--- config.mk ---
export PLATFORM = sky130hd
export DESIGN_NAME = wgba_ctrl
export DESIGN_NICKNAME = d
export VERILOG_FILES = /design/src/rtl/core/wgba_pkg.sv /design/src/rtl/core/wgba_ctrl.sv
export SDC_FILE = /design/constraint.sdc
export NUM_CORES = 1
export LEC_CHECK = 0
export BUFFER_PORTS_ARGS = -buffer_cell sky130_fd_sc_hd__buf_2
export CORE_MARGIN = 2
export CORE_UTILIZATION = 55
export CTS_CLUSTER_SIZE = 16
export DETAILED_ROUTE_END_ITERATION = 12
export GPL_ROUTABILITY_DRIVEN = 0
export PLACE_DENSITY = 0.84
export SKIP_CTS_REPAIR_TIMING = 1
export SLEW_MARGIN = 20
export SYNTH_ARGS = -nofsm -noshare
export SYNTH_HDL_FRONTEND = slang
export SYNTH_SLANG_ARGS = --single-unit
--- constraint.sdc ---
create_clock -name clock -period 2.5 [get_ports clock]
set_clock_uncertainty 0.2 [all_clocks]
set_input_delay 0.25 -clock clock [delete_from_list [all_inputs] [get_ports clock]]
set_output_delay 0.25 -clock clock [all_outputs]
set_load 0.01 [all_outputs]
--- src/rtl/core/wgba_pkg.sv ---
package wgba_pkg;

   localparam int BIN_COUNT = 4096;
   localparam int BIN_W     = $clog2(BIN_COUNT);

   localparam int CNT_W   = 16;
   localparam int AZS_W   = 32;
   localparam int WS_W    = 64;
   localparam int WG_W    = 48;
   localparam int ENTRY_W = CNT_W + AZS_W + 3 * WS_W + 3 * WG_W;

   localparam int DIV_N_W     = 7;
   localparam int SQRT_CNT_W  = 5;
   localparam int SQRT_STEPS  = 17;

   // request kinds
   localparam logic [1:0] KIND_SAMPLE = 2'd0;
   localparam logic [1:0] KIND_SCAN   = 2'd1;
   localparam logic [1:0] KIND_READ   = 2'd2;
   localparam logic [1:0] KIND_NEWP   = 2'd3;

   // configuration register indexes
   localparam logic [1:0] CSR_VEL_FLOOR = 2'd0;
   localparam logic [1:0] CSR_PWR_FLOOR = 2'd1;
   localparam logic [1:0] CSR_WID_FLOOR = 2'd2;

   localparam logic [15:0] VEL_FLOOR_RST = 16'd100;
   localparam logic [15:0] PWR_FLOOR_RST = 16'd1;
   localparam logic [15:0] WID_FLOOR_RST = 16'd1;

   // datapath operations
   localparam logic [4:0] OP_NONE   = 5'd0;
   localparam logic [4:0] OP_LOAD   = 5'd1;
   localparam logic [4:0] OP_READ   = 5'd2;
   localparam logic [4:0] OP_LATCH  = 5'd3;
   localparam logic [4:0] OP_CLEAR  = 5'd4;
   localparam logic [4:0] OP_WDIV   = 5'd5;
   localparam logic [4:0] OP_MUL    = 5'd6;
   localparam logic [4:0] OP_ACC    = 5'd7;
   localparam logic [4:0] OP_WRITE  = 5'd8;
   localparam logic [4:0] OP_EVAL   = 5'd9;
   localparam logic [4:0] OP_AZDIV  = 5'd10;
   localparam logic [4:0] OP_AZTAKE = 5'd11;
   localparam logic [4:0] OP_MDIV   = 5'd12;
   localparam logic [4:0] OP_MTAKE  = 5'd13;
   localparam logic [4:0] OP_SDIV   = 5'd14;
   localparam logic [4:0] OP_SQRT   = 5'd15;
   localparam logic [4:0] OP_STAKE  = 5'd16;
   localparam logic [4:0] OP_FIRE   = 5'd17;

   typedef struct packed {
      logic [4:0]       op;
      logic [1:0]       lane;
      logic [BIN_W-1:0] addr;
   } ctl_type;

   typedef struct packed {
      logic div_done;
      logic sqrt_done;
      logic full;
      logic valid;
   } sts_type;

endpackage

--- src/rtl/core/wgba_ctrl.sv ---
module wgba_ctrl (
   input  logic              clock,
   input  logic              reset,
   input  logic              start,
   input  logic [1:0]        req_kind,
   input  wgba_pkg::sts_type sts,
   output wgba_pkg::ctl_type ctl,
   output logic              busy
);

   localparam logic [4:0] ST_CLEAR  = 5'd0;
   localparam logic [4:0] ST_IDLE   = 5'd1;
   localparam logic [4:0] ST_READ   = 5'd2;
   localparam logic [4:0] ST_LATCH  = 5'd3;
   localparam logic [4:0] ST_SCHK   = 5'd4;
   localparam logic [4:0] ST_WDIV   = 5'd5;
   localparam logic [4:0] ST_WWAIT  = 5'd6;
   localparam logic [4:0] ST_MUL    = 5'd7;
   localparam logic [4:0] ST_ACC    = 5'd8;
   localparam logic [4:0] ST_WRITE  = 5'd9;
   localparam logic [4:0] ST_EVAL   = 5'd10;
   localparam logic [4:0] ST_VCHK   = 5'd11;
   localparam logic [4:0] ST_AZDIV  = 5'd12;
   localparam logic [4:0] ST_AZWAIT = 5'd13;
   localparam logic [4:0] ST_MDIV   = 5'd14;
   localparam logic [4:0] ST_MWAIT  = 5'd15;
   localparam logic [4:0] ST_SDIV   = 5'd16;
   localparam logic [4:0] ST_SWAIT  = 5'd17;
   localparam logic [4:0] ST_QWAIT  = 5'd18;
   localparam logic [4:0] ST_FIRE   = 5'd19;

   logic [4:0] state_ff, state_in;
   logic [1:0] lane_ff, lane_in;
   logic [1:0] kind_ff, kind_in;
   logic [wgba_pkg::BIN_W-1:0] addr_ff, addr_in;

   always_comb begin
      state_in = state_ff;
      lane_in  = lane_ff;
      kind_in  = kind_ff;
      addr_in  = addr_ff;
      ctl.op   = wgba_pkg::OP_NONE;
      ctl.lane = lane_ff;
      ctl.addr = addr_ff;
      case (state_ff)
         ST_CLEAR: begin
            ctl.op  = wgba_pkg::OP_CLEAR;
            addr_in = addr_ff + 1'b1;
            if (addr_ff == wgba_pkg::BIN_W'(wgba_pkg::BIN_COUNT - 1)) begin
               state_in = ST_IDLE;
            end
         end
         ST_IDLE: begin
            if (start && !reset) begin
               ctl.op  = wgba_pkg::OP_LOAD;
               kind_in = req_kind;
               case (req_kind)
                  wgba_pkg::KIND_SAMPLE, wgba_pkg::KIND_READ: state_in = ST_READ;
                  wgba_pkg::KIND_NEWP: begin
                     state_in = ST_CLEAR;
                     addr_in  = '0;
                  end
                  default: begin
                  end
               endcase
            end
         end
         ST_READ: begin
            ctl.op   = wgba_pkg::OP_READ;
            state_in = ST_LATCH;
         end
         ST_LATCH: begin
            ctl.op   = wgba_pkg::OP_LATCH;
            lane_in  = 2'd0;
            state_in = (kind_ff == wgba_pkg::KIND_READ) ? ST_EVAL : ST_SCHK;
         end
         ST_SCHK: begin
            // a full bin takes no more samples
            state_in = sts.full ? ST_IDLE : ST_WDIV;
         end
         ST_WDIV: begin
            ctl.op   = wgba_pkg::OP_WDIV;
            state_in = ST_WWAIT;
         end
         ST_WWAIT: begin
            if (sts.div_done) begin
               state_in = ST_MUL;
            end
         end
         ST_MUL: begin
            ctl.op   = wgba_pkg::OP_MUL;
            state_in = ST_ACC;
         end
         ST_ACC: begin
            ctl.op = wgba_pkg::OP_ACC;
            if (lane_ff == 2'd2) begin
               state_in = ST_WRITE;
            end else begin
               lane_in  = lane_ff + 1'b1;
               state_in = ST_WDIV;
            end
         end
         ST_WRITE: begin
            ctl.op   = wgba_pkg::OP_WRITE;
            state_in = ST_IDLE;
         end
         ST_EVAL: begin
            ctl.op   = wgba_pkg::OP_EVAL;
            state_in = ST_VCHK;
         end
         ST_VCHK: begin
            state_in = sts.valid ? ST_AZDIV : ST_FIRE;
         end
         ST_AZDIV: begin
            ctl.op   = wgba_pkg::OP_AZDIV;
            state_in = ST_AZWAIT;
         end
         ST_AZWAIT: begin
            if (sts.div_done) begin
               ctl.op   = wgba_pkg::OP_AZTAKE;
               state_in = ST_MDIV;
            end
         end
         ST_MDIV: begin
            ctl.op   = wgba_pkg::OP_MDIV;
            state_in = ST_MWAIT;
         end
         ST_MWAIT: begin
            if (sts.div_done) begin
               ctl.op   = wgba_pkg::OP_MTAKE;
               state_in = ST_SDIV;
            end
         end
         ST_SDIV: begin
            ctl.op   = wgba_pkg::OP_SDIV;
            state_in = ST_SWAIT;
         end
         ST_SWAIT: begin
            if (sts.div_done) begin
               ctl.op   = wgba_pkg::OP_SQRT;
               state_in = ST_QWAIT;
            end
         end
         ST_QWAIT: begin
            if (sts.sqrt_done) begin
               ctl.op = wgba_pkg::OP_STAKE;
               if (lane_ff == 2'd2) begin
                  state_in = ST_FIRE;
               end else begin
                  lane_in  = lane_ff + 1'b1;
                  state_in = ST_MDIV;
               end
            end
         end
         ST_FIRE: begin
            ctl.op   = wgba_pkg::OP_FIRE;
            state_in = ST_IDLE;
         end
         default: begin
            state_in = ST_IDLE;
         end
      endcase
   end

   always_ff @(posedge clock) begin
      if (reset) begin
         state_ff <= ST_CLEAR;
         lane_ff  <= '0;
         kind_ff  <= '0;
         addr_ff  <= '0;
      end else begin
         state_ff <= state_in;
         lane_ff  <= lane_in;
         kind_ff  <= kind_in;
         addr_ff  <= addr_in;
      end
   end

   assign busy = reset || (state_ff != ST_IDLE);

endmodule

==> flow_summary_export.csv, run 1 <==
group,metric,value,unit
routing,vias,1650,
power_and_ir_drop,p_int,0.0007036,W
power_and_ir_drop,p_seq_share,35.1,%
worst_setup_path,cp_slowest_cell,"dfxtp_1",
yosys,async_flop_share,0,%
global_routing,grt_pass1_wl,6099,um
clocking,htree_num_levels,1,
power_and_ir_drop,leakage,0.7300,nW
global_routing,grt_max_degree,27,
global_routing,grt_usage,22.76,%
worst_setup_path,endpoint_kind,"primary output",
yosys,yosysSeqAreaShare,26.75,%
cells_and_area,final_cell_count_no_fill,265,
routing,viasPerCell,6.226,
cells_and_area,nNetsFinal,246,
status,outcome,"finished, final reports clean",
cells_and_area,layout_common_cells,"nor2_1, buf_2, dfxtp_1",
clocking,numCtsBuffers,3,
worst_setup_path,r2r_end,"addr_ff[10]",
yosys,syn_avg_cell_area,7.666,um2
routing,drt_iter0_drc,127,
die,core_area,0.002734,mm2
routing,wirelength,3666,um
sta,period_needed,2310,ps
power_and_ir_drop,swShare,44.29,%
min_path,min_to,"kind_ff[0]",
placement,dpl_cell_area,0.001762,mm2
die,die_area,0.003301,mm2
routing,drc,0,
sta,holdWs,10.43,ps
min_path,hold_depth,3,
clocking,insertion_delay,310,ps
power_and_ir_drop,switchingPower,0.0005593,W
yosys,synth_warnings,0,
power_and_ir_drop,combPwrFrac,51.8,%
sta,hold_viol_final,0,
global_routing,first_global_vias,1370,
worst_setup_path,crit_family,"buffers and inverters",
yosys,ys_seq_elements,21,
worst_setup_path,cpMostUsedCell,"o22ai_1",
min_path,worst_hold_startpoint,"req_kind[0]",
die,die_w,57.46,um
yosys,netlist_instances,205,
clocking,cts.reportedPaths.clkPinSlew,120,ps
routing,ant_nets,0,
cells_and_area,fin_area,0.001797,mm2
yosys,ys_types,54,
min_path,min_path_type,"input pin to register",
yosys,ys.flop_type,"dfxtp_1",
cells_and_area,diodes,0,
die,fp-row-count,19,
sta,worst-slew-pin-transition,513.8,ps
routing,wire_per_inst,13.83,um
yosys,syn-cell-area,0.001572,mm2
worst_setup_path,slowest_delay,330,ps
clocking,cts_num_sinks,21,
worst_setup_path,arrival,1860,ps
die,fp.dieH,57.46,um
cells_and_area,area_growth,14.33,%
sta,post-route-period-util,92.38,%
placement,port_buffers,28,
worst_setup_path,crit_type,"register to primary output",
yosys,syn_nets,216,
worst_setup_path,worst-r2r-cell-count,5,
sta,maxSlewViolCount,0,
worst_setup_path,worst-path-max-fanout,26,
worst_setup_path,cp.required,2050,ps
placement,dpl.cell_count,261,
sta,tns,0,ps
worst_setup_path,r2r-start,"state_ff[4]",
placement,dp_hpwl,2725,um
clocking,root_buffer,"clkbuf_4",
clocking,cts_tree,"yes",
sta,setup_viol,0,
sta,rsz0062_at_grt,"no",
power_and_ir_drop,ir_drop,0.5650,mV
job,cap_viol_max_count,0,
clocking,cts_buffer_depth,2,
die,ios,29,
routing,drt_pass1_iterations,4,
global_routing,antenna_found_initial,0,
yosys,synth_edf_count,0,
sta,fmax,433.0,MHz
worst_setup_path,start_kind,"register",
sta,max-slew-margin-rel,65.31,%
worst_setup_path,worstPathCellList,"buf_4 -> clkinv_1 -> o22ai_1 -> a22oi_1 -> o22ai_1 -> buf_2",
cells_and_area,final_layout_size_suffix_gt1_share,22.65,%
power_and_ir_drop,p_clk_share,13.1,%
worst_setup_path,critPathBufInv,3,
power_and_ir_drop,power.density,702.9,mW/mm2
die,start_util,57.48,%
global_routing,grt.overflow.total,0,
worst_setup_path,reg2reg_slack,290,ps
==> worst reg2reg max path, stage by stage (launching register included) <==
cell and delay (ps):
dfxtp_1 450, or4_1 760, a211oi_4 340, nand4_1 150, xor2_1 160, nor2_1 50
==> state kept, by name, indices dropped and copies added (netlist names) <==
name / count
lane_ff: 2
kind_ff: 2
addr_ff: 12
state_ff: 5
==> Yosys cell counts (all sizes together) (2+ instances only) <==
master / number / area (um2)
nor4: 2 / 12.51
a31oi: 3 / 18.77
mux2i: 3 / 30.03
o311ai: 2 / 17.52
a22oi: 3 / 22.52
nand4: 6 / 37.54
a21oi: 11 / 58.81
o211ai: 3 / 22.52
nor2b: 10 / 62.56
nor4b: 2 / 17.52
a211oi: 7 / 77.58
nand2: 17 / 63.81
clkbuf: 4 / 15.01
o21ai: 7 / 35.03
buf: 9 / 48.79
ha: 2 / 25.02
o22ai: 5 / 31.28
a21boi: 2 / 15.01
and3: 2 / 12.51
or3b: 2 / 17.52
nand3: 10 / 50.05
xor2: 9 / 78.83
dfxtp: 21 / 420.4
o31ai: 2 / 15.01
nor2: 28 / 105.1
nand2b: 3 / 18.77
inv: 7 / 26.28
nor3: 2 / 15.01
and4: 2 / 17.52
==> through the flow <==
stage          util [%]  worst slack [ps]  total power (W)
3_5_place_dp      64.44             327.4         0.001095
6_report          65.72             190.4         0.001263
4_1_cts           65.45             176.3         0.001262
3_3_place_gp      64.44             373.0         0.001086
2_1_floorplan         -             609.5        0.0009328
5_1_grt           65.72             15.54         0.001365
==> routing by layer <==
metal / GRT usage [%] / share of wire, %
met5: 0 / 0
met4: 6.645 / 1.4
met3: 3.401 / 4.7
met2: 36.36 / 48
met1: 31.79 / 46
==> logic make-up (layout without fill, tap and decap cells) <==
logic type,Yosys count,count (layout),share of synthesized area [%]
XOR/XNOR,10,10,5.574
multiplexers,3,3,1.911
adder cells (fa/ha/maj),2,2,1.592
flip-flops,21,21,26.75
AO/OA/AOI/OAI,54,54,26.67
buffers and inverters,21,50,5.971
AND/OR/NAND/NOR,94,94,31.53
==> power groups by stage <==
stage / Sequential (W) / Clock, W / Combinational [W]
after floorplan: 0.000433 / 0 / 0.000500
after global placement: 0.000446 / 0 / 0.000640
after detailed placement: 0.000447 / 0 / 0.000648
after CTS: 0.000440 / 0.000170 / 0.000652
after global routing: 0.000452 / 0.000183 / 0.000730
final: 0.000443 / 0.000166 / 0.000654
==> area by class of cell <==
cell class	instances	area [um2]
flip-flops and latches	21	421.7
multi-input cells	163	1064
repair buffers	38	215.2
clock buffers	3	22.52
well taps	31	38.79
fillers	241	937.1
inverters	8	30.03
clock inverters	1	5.005
==> how the worst max path moves through the flow <==
stage | slack [ps] | cells past startpoint | start | end
floorplan | 610 | 4 | state_ff[1] | addr_ff[10]
global placement | 370 | 5 | state_ff[4] | addr_ff[10]
detailed placement | 330 | 5 | state_ff[4] | addr_ff[10]
CTS | 180 | 5 | state_ff[2] | ctl[17]
global route | 20 | 6 | state_ff[0] | ctl[16]
finish | 190 | 6 | state_ff[0] | ctl[16]
No activity file was read; power rests on OpenSTA's default activity.
==> run 2, diff against run 1 <==
--- a/config.mk
+++ b/config.mk
@@ -5,15 +5,15 @@
 export SDC_FILE = /design/constraint.sdc
 export NUM_CORES = 1
 export LEC_CHECK = 0
+export ABC_AREA = 1
 export BUFFER_PORTS_ARGS = -buffer_cell sky130_fd_sc_hd__buf_2
 export CORE_MARGIN = 2
-export CORE_UTILIZATION = 55
+export CORE_UTILIZATION = 57
 export CTS_CLUSTER_SIZE = 16
 export DETAILED_ROUTE_END_ITERATION = 12
 export GPL_ROUTABILITY_DRIVEN = 0
-export PLACE_DENSITY = 0.84
+export PLACE_DENSITY = 0.85
 export SKIP_CTS_REPAIR_TIMING = 1
-export SLEW_MARGIN = 20
 export SYNTH_ARGS = -nofsm -noshare
 export SYNTH_HDL_FRONTEND = slang
 export SYNTH_SLANG_ARGS = --single-unit
==> run 2 against run 1 <==
Against the previous run: core utilization up 0.52 points; non-clock buffer count fell by 6; hold slack gained 59 ps; setup slack improved by 3.1 ps; final area grew 12%; power decreased by 7.4%; synthesized cell count rose by 49%; critical path depth increased by 3; fmax increased by 0.14%; clock power barely moved.
==> flow_summary_export.csv, run 2 <==
group,metric,value,unit
placement,dp_hpwl,3596,um
yosys,post-synth-top-count-cell,"nand2_1",
yosys,syn_nets,317,
min_path,min_path_type,"input pin to register",
yosys,synth_warnings,0,
routing,ant_nets,0,
die,fp-row-count,20,
yosys,synth-xor-area-share,0,%
global_routing,antenna_found_initial,0,
routing,vias,2088,
worst_setup_path,worstPathCellList,"nor2_4 -> nand2_2 -> inv_2 -> nand2_2 -> nor2_1 -> nor2_1 -> and3_1 -> nand4_1 -> buf_2",
cells_and_area,largest-register,"addr_ff",
min_path,hold_depth,2,
yosys,yosys.area.top_type,"dfxtp_1",
sta,tns,0,ps
yosys,synth_area_leaders,"dfxtp_1, nand2_1, nor2_1, nand3_1, inv_1",
cells_and_area,largestRegisters,"addr_ff (12), state_ff (5)",
power_and_ir_drop,ir_drop,0.4980,mV
cells_and_area,largest_reg_flops,12,
routing,drt_pass1_iterations,5,
worst_setup_path,arrival,1860,ps
sta,rsz0062_at_grt,"no",
yosys,ys_types,33,
cells_and_area,area_growth,11.01,%
worst_setup_path,worst-r2r-cell-count,9,
clocking,cts_num_sinks,21,
cells_and_area,final_common_cell,"nand2_1",
die,die_area,0.003636,mm2
status,outcome,"finished, final reports clean",
yosys,netlist_instances,306,
worst_setup_path,cp.required,2050,ps
power_and_ir_drop,leakage,0.9798,nW
yosys,synth_adder_area_share,1.385,%
cells_and_area,nNetsFinal,347,
yosys,syn_avg_cell_area,5.904,um2
power_and_ir_drop,swShare,48.40,%
sta,period_needed,2306,ps
sta,hold_viol_final,0,
cells_and_area,layout_common_cells,"nand2_1, nor2_1, nand3_1",
global_routing,grt_usage,27.55,%
yosys,async_flop_share,0,%
power_and_ir_drop,switchingPower,0.0005659,W
worst_setup_path,endpoint_kind,"primary output",
placement,dp_slack,386.6,ps
die,ios,29,
cells_and_area,n_fill_cell,311,
power_and_ir_drop,p_clk_share,14.4,%
yosys,yosysSeqAreaShare,23.27,%
die,core_area,0.003028,mm2
sta,worst-slew-pin-transition,428.0,ps
worst_setup_path,cp_slowest_cell,"dfxtp_2",
clocking,insertion_delay,310,ps
min_path,min_to,"lane_ff[1]",
worst_setup_path,r2r_end,"addr_ff[10]",
sta,fmax,433.6,MHz
routing,wire_per_inst,12.32,um
worst_setup_path,crit_type,"register to primary output",
routing,drc,0,
power_and_ir_drop,power.density,582.9,mW/mm2
power_and_ir_drop,p_seq_share,36.7,%
die,start_util,59.67,%
die,die_w,60.30,um
yosys,syn-cell-area,0.001807,mm2
sta,maxSlewViolCount,0,
yosys,netlist_top_cells_count,"nand2_1, nor2_1, nand3_1",
power_and_ir_drop,combPwrFrac,49.0,%
cells_and_area,final_layout_size_suffix_gt1_share,20.90,%
clocking,cts_buffer_depth,2,
yosys,ys.flop_type,"dfxtp_1",
global_routing,grt.overflow.total,0,
sta,max-slew-margin-rel,71.25,%
clocking,cts.reportedPaths.clkPinSlew,120,ps
yosys,synth_top_family_by_area,"simple AND/OR/NAND/NOR gates",
worst_setup_path,cp-startpoint,"state_ff[2]",
worst_setup_path,worst-path-max-fanout,8,
clocking,htree_num_levels,1,
routing,drt_iter0_drc,189,
global_routing,first_global_vias,1813,
yosys,synth_edf_count,0,
clocking,root_buffer,"clkbuf_4",
placement,port_buffers,28,
yosys,synth_compound_area_share,10.60,%
worst_setup_path,slowest_delay,400,ps
routing,viasPerCell,5.509,
worst_setup_path,start_kind,"register",
routing,wirelength,4669,um
worst_setup_path,r2r-start,"state_ff[4]",
sta,setup_viol,0,
yosys,muxShareOfSynthArea,0,%
sta,holdWs,69.53,ps
sta,setup_ws,193.6,ps
job,cap_viol_max_count,0,
global_routing,grt_max_degree,14,
power_and_ir_drop,p_int,0.0006033,W
clocking,cts_tree,"yes",
min_path,worst_hold_startpoint,"reset",
yosys,synthSimpleGateAreaFrac,53.39,%
global_routing,grt_pass1_wl,7700,um
yosys,synth_top_area_share,23.27,%
die,fp.dieH,60.30,um
clocking,numCtsBuffers,3,
worst_setup_path,reg2reg_slack,440,ps
cells_and_area,diodes,0,
yosys,ys_seq_elements,21,
sta,post-route-period-util,92.26,%
## run 2: changes by cell type after synthesis, sizes merged, moves of 7 or more
cell | previous run | this run
a211oi | 7 | 0
inv | 7 | 36
nand2 | 17 | 97
nand3 | 10 | 32
nor2 | 28 | 56
nor2b | 10 | 0
o21ai | 7 | 15
xor2 | 9 | 0
## run 2: how the worst max path moves through the flow
stage,end,slack [ps],cells after the start
after detailed placement,ctl[14],390,7
after global placement,ctl[14],410,7
final,ctl[15],190,9
after floorplan,state_ff[0],750,10
after global routing,ctl[15],80,9
after CTS,ctl[14],20,7
## run 2: metrics by stage
step	total power, W	area [um2]	util (%)	instances
floorplan	0.0009261	1807	-	306
global placement	0.0009786	1949	64.38	373
detailed placement	0.0009877	1949	64.38	373
CTS	0.001163	1979	65.37	377
global route	0.001254	2006	66.24	379
finish	0.001169	2006	66.24	379
## run 2: per-layer routing
| layer | GRT usage, % | up-vias | wire length [um] |
|---|---|---|---|
| met4 | 8.571 | 0 | 65 |
| met5 | 0 | - | 0 |
| met2 | 41.93 | 126 | 2084 |
| met3 | 6.710 | 17 | 528 |
| li1 | - | 1047 | - |
| met1 | 38.33 | 898 | 1991 |
## run 2: cells by family after synthesis
group                      Yosys count
adders and majority gates            2
DFF                                 21
and+or+nand+nor                    207
AOI/OAI and AO/OA                   33
buffers and inverters               43
## run 2: power by group through the flow
stage | sequential, W | clock (W) | combinational (W)
6_report | 0.000429 | 0.000168 | 0.000572
5_1_grt | 0.000437 | 0.000186 | 0.000631
4_1_cts | 0.000427 | 0.000177 | 0.000560
3_5_place_dp | 0.000434 | 0 | 0.000553
3_3_place_gp | 0.000432 | 0 | 0.000547
2_1_floorplan | 0.000405 | 0 | 0.000521
## run 2: critical path: cells and delay by family (launching register included)
| family | cells | cell delay (ps) |
|---|---|---|
| buffers and inverters | 2 | 240 |
| DFF | 1 | 400 |
| and+or+nand+nor | 7 | 910 |
## run 2: cell type report
class                      instances  area (um2)  area share (%)
clock buffer                       3       22.52           1.123
sequential                        21       424.2           21.15
clock inverter                     1       7.507          0.3743
timing repair buffer              32       175.2           8.734
multi-input combinational        242        1184           59.01
tap                               44       55.05           2.745
inverter                          36       137.6           6.862
==> run 3, diff against run 2 <==
--- a/config.mk
+++ b/config.mk
@@ -13,6 +13,7 @@
 export DETAILED_ROUTE_END_ITERATION = 12
 export GPL_ROUTABILITY_DRIVEN = 0
 export PLACE_DENSITY = 0.85
+export RECOVER_POWER = 25
 export SKIP_CTS_REPAIR_TIMING = 1
 export SYNTH_ARGS = -nofsm -noshare
 export SYNTH_HDL_FRONTEND = slang
==> run 3 against run 2 <==
Against the previous run: via count is 0.38% higher; setup slack worse by 15 ps; hold slack worse by 1.3 ps; final area decreased by 0.62%; flip-flop and latch count unchanged; critical path depth stayed put; critical path type unchanged; largest power group unchanged.
==> flow_summary_export.csv, run 3 (synthesized netlist as in run 2, its figures left out) <==
group,metric,value,unit
sta,hold_viol_final,0,
routing,drc,0,
routing,viasPerCell,5.530,
worst_setup_path,r2r_end,"addr_ff[10]",
power_and_ir_drop,ir_drop,0.4931,mV
worst_setup_path,slowest_delay,400,ps
worst_setup_path,endpoint_kind,"primary output",
global_routing,grt_usage,27.55,%
sta,max-slew-margin-rel,71.11,%
sta,worst-slew-pin-transition,430.0,ps
min_path,hold_depth,2,
placement,dpl_cell_area,0.001949,mm2
worst_setup_path,crit_family,"simple AND/OR/NAND/NOR gates",
cells_and_area,nNetsFinal,347,
cells_and_area,largestRegisters,"addr_ff (12), state_ff (5)",
global_routing,antenna_found_initial,0,
clocking,cts_num_sinks,21,
clocking,htree_num_levels,1,
placement,dp_hpwl,3596,um
clocking,cts_buffer_depth,2,
worst_setup_path,worst-r2r-cell-count,9,
clocking,cts_tree,"yes",
die,die_area,0.003636,mm2
routing,drt_pass1_iterations,7,
worst_setup_path,start_kind,"register",
routing,drt_iter0_drc,195,
clocking,cts.reportedPaths.clkPinSlew,120,ps
die,ios,29,
sta,setup_viol,0,
die,core_area,0.003028,mm2
worst_setup_path,arrival,1870,ps
global_routing,grt_pass1_wl,7700,um
cells_and_area,fin_util,65.83,%
clocking,insertion_delay,310,ps
sta,rsz0062_at_grt,"no",
min_path,min_path_type,"input pin to register",
sta,post-route-period-util,92.85,%
cells_and_area,area_growth,10.32,%
clocking,numCtsBuffers,3,
power_and_ir_drop,power.density,588.5,mW/mm2
die,die_w,60.30,um
status,outcome,"finished, final reports clean",
min_path,worst_hold_startpoint,"reset",
worst_setup_path,worstPathCellList,"nor2_4 -> nand2_2 -> inv_2 -> nand2_2 -> nor2_1 -> nor2_1 -> and3_1 -> nand4_1 -> buf_2",
global_routing,first_global_vias,1813,
routing,wire_per_inst,12.47,um
cells_and_area,layout_common_cells,"nand2_1, nor2_1, nand3_1",
power_and_ir_drop,leakage,0.9362,nW
clocking,root_buffer,"clkbuf_4",
routing,ant_nets,0,
global_routing,grt_max_degree,14,
routing,wirelength,4728,um
die,fp-row-count,20,
cells_and_area,diodes,0,
routing,vias,2096,
job,cap_viol_max_count,0,
cells_and_area,largest-register,"addr_ff",
sta,maxSlewViolCount,0,
cells_and_area,final_common_cell,"nand2_1",
worst_setup_path,worst-path-max-fanout,8,
worst_setup_path,r2r-start,"state_ff[4]",
worst_setup_path,cp.required,2050,ps
min_path,min_to,"lane_ff[1]",
cells_and_area,fin_area,0.001993,mm2
die,fp.dieH,60.30,um
sta,tns,0,ps
sta,period_needed,2321,ps
placement,port_buffers,28,
worst_setup_path,cp_slowest_cell,"dfxtp_2",
sta,fmax,430.8,MHz
cells_and_area,largest_reg_flops,12,
worst_setup_path,reg2reg_slack,430,ps
cells_and_area,final_layout_size_suffix_gt1_share,17.91,%
global_routing,grt.overflow.total,0,
worst_setup_path,crit_type,"register to primary output",
worst_setup_path,critPathBufInv,2,
die,start_util,59.67,%
-- run 3: worst max path at each step --
| stage | start | end | depth (start not counted) | slack (ps) |
|---|---|---|---|---|
| finish | state_ff[2] | ctl[15] | 9 | 180 |
| global route | state_ff[2] | ctl[15] | 9 | 80 |
| CTS | state_ff[0] | ctl[14] | 7 | 20 |
| detailed placement | state_ff[0] | ctl[14] | 7 | 390 |
| global placement | state_ff[0] | ctl[14] | 7 | 410 |
| floorplan | addr_ff[0] | state_ff[0] | 10 | 750 |
-- run 3: power breakdown --
group	switching [W]	total (W)	internal, W
combinational	0.000402	0.000575	0.000172
clock	0.000108	0.000169	0.0000611
sequential	0.0000603	0.000429	0.000369
total	0.000571	0.00117	0.000602
-- run 3: per-layer routing --
metal / up-vias / GRT usage, % / part of all wire [%]
met4: 0 / 8.571 / 1.5
met3: 14 / 6.710 / 11
met2: 127 / 41.93 / 45
met5: - / 0 / 0
met1: 912 / 38.33 / 43
li1: 1043 / - / -
-- run 3: cell type report --
class | instances | area [um2]
Clock buffer | 3 | 22.52
Clock inverter | 1 | 7.507
Fill cell | 315 | 1035
Inverter | 36 | 137.6
Multi-Input combinational cell | 242 | 1184
Sequential cell | 21 | 424.2
Tap cell | 44 | 55.05
Timing Repair Buffer | 32 | 162.7
-- run 3: metrics by stage --
| step | instances | power, W | hold WS [ps] | worst slack (ps) |
|---|---|---|---|---|
| 3_3_place_gp | 373 | 0.0009786 | 258.9 | 407.1 |
| 6_report | 379 | 0.001173 | 68.27 | 178.8 |
| 3_5_place_dp | 373 | 0.0009877 | 270.1 | 386.6 |
| 2_1_floorplan | 306 | 0.0009261 | 153.5 | 746.0 |
| 5_1_grt | 379 | 0.001253 | 78.66 | 82.28 |
| 4_1_cts | 377 | 0.001163 | -61.52 | 18.75 |
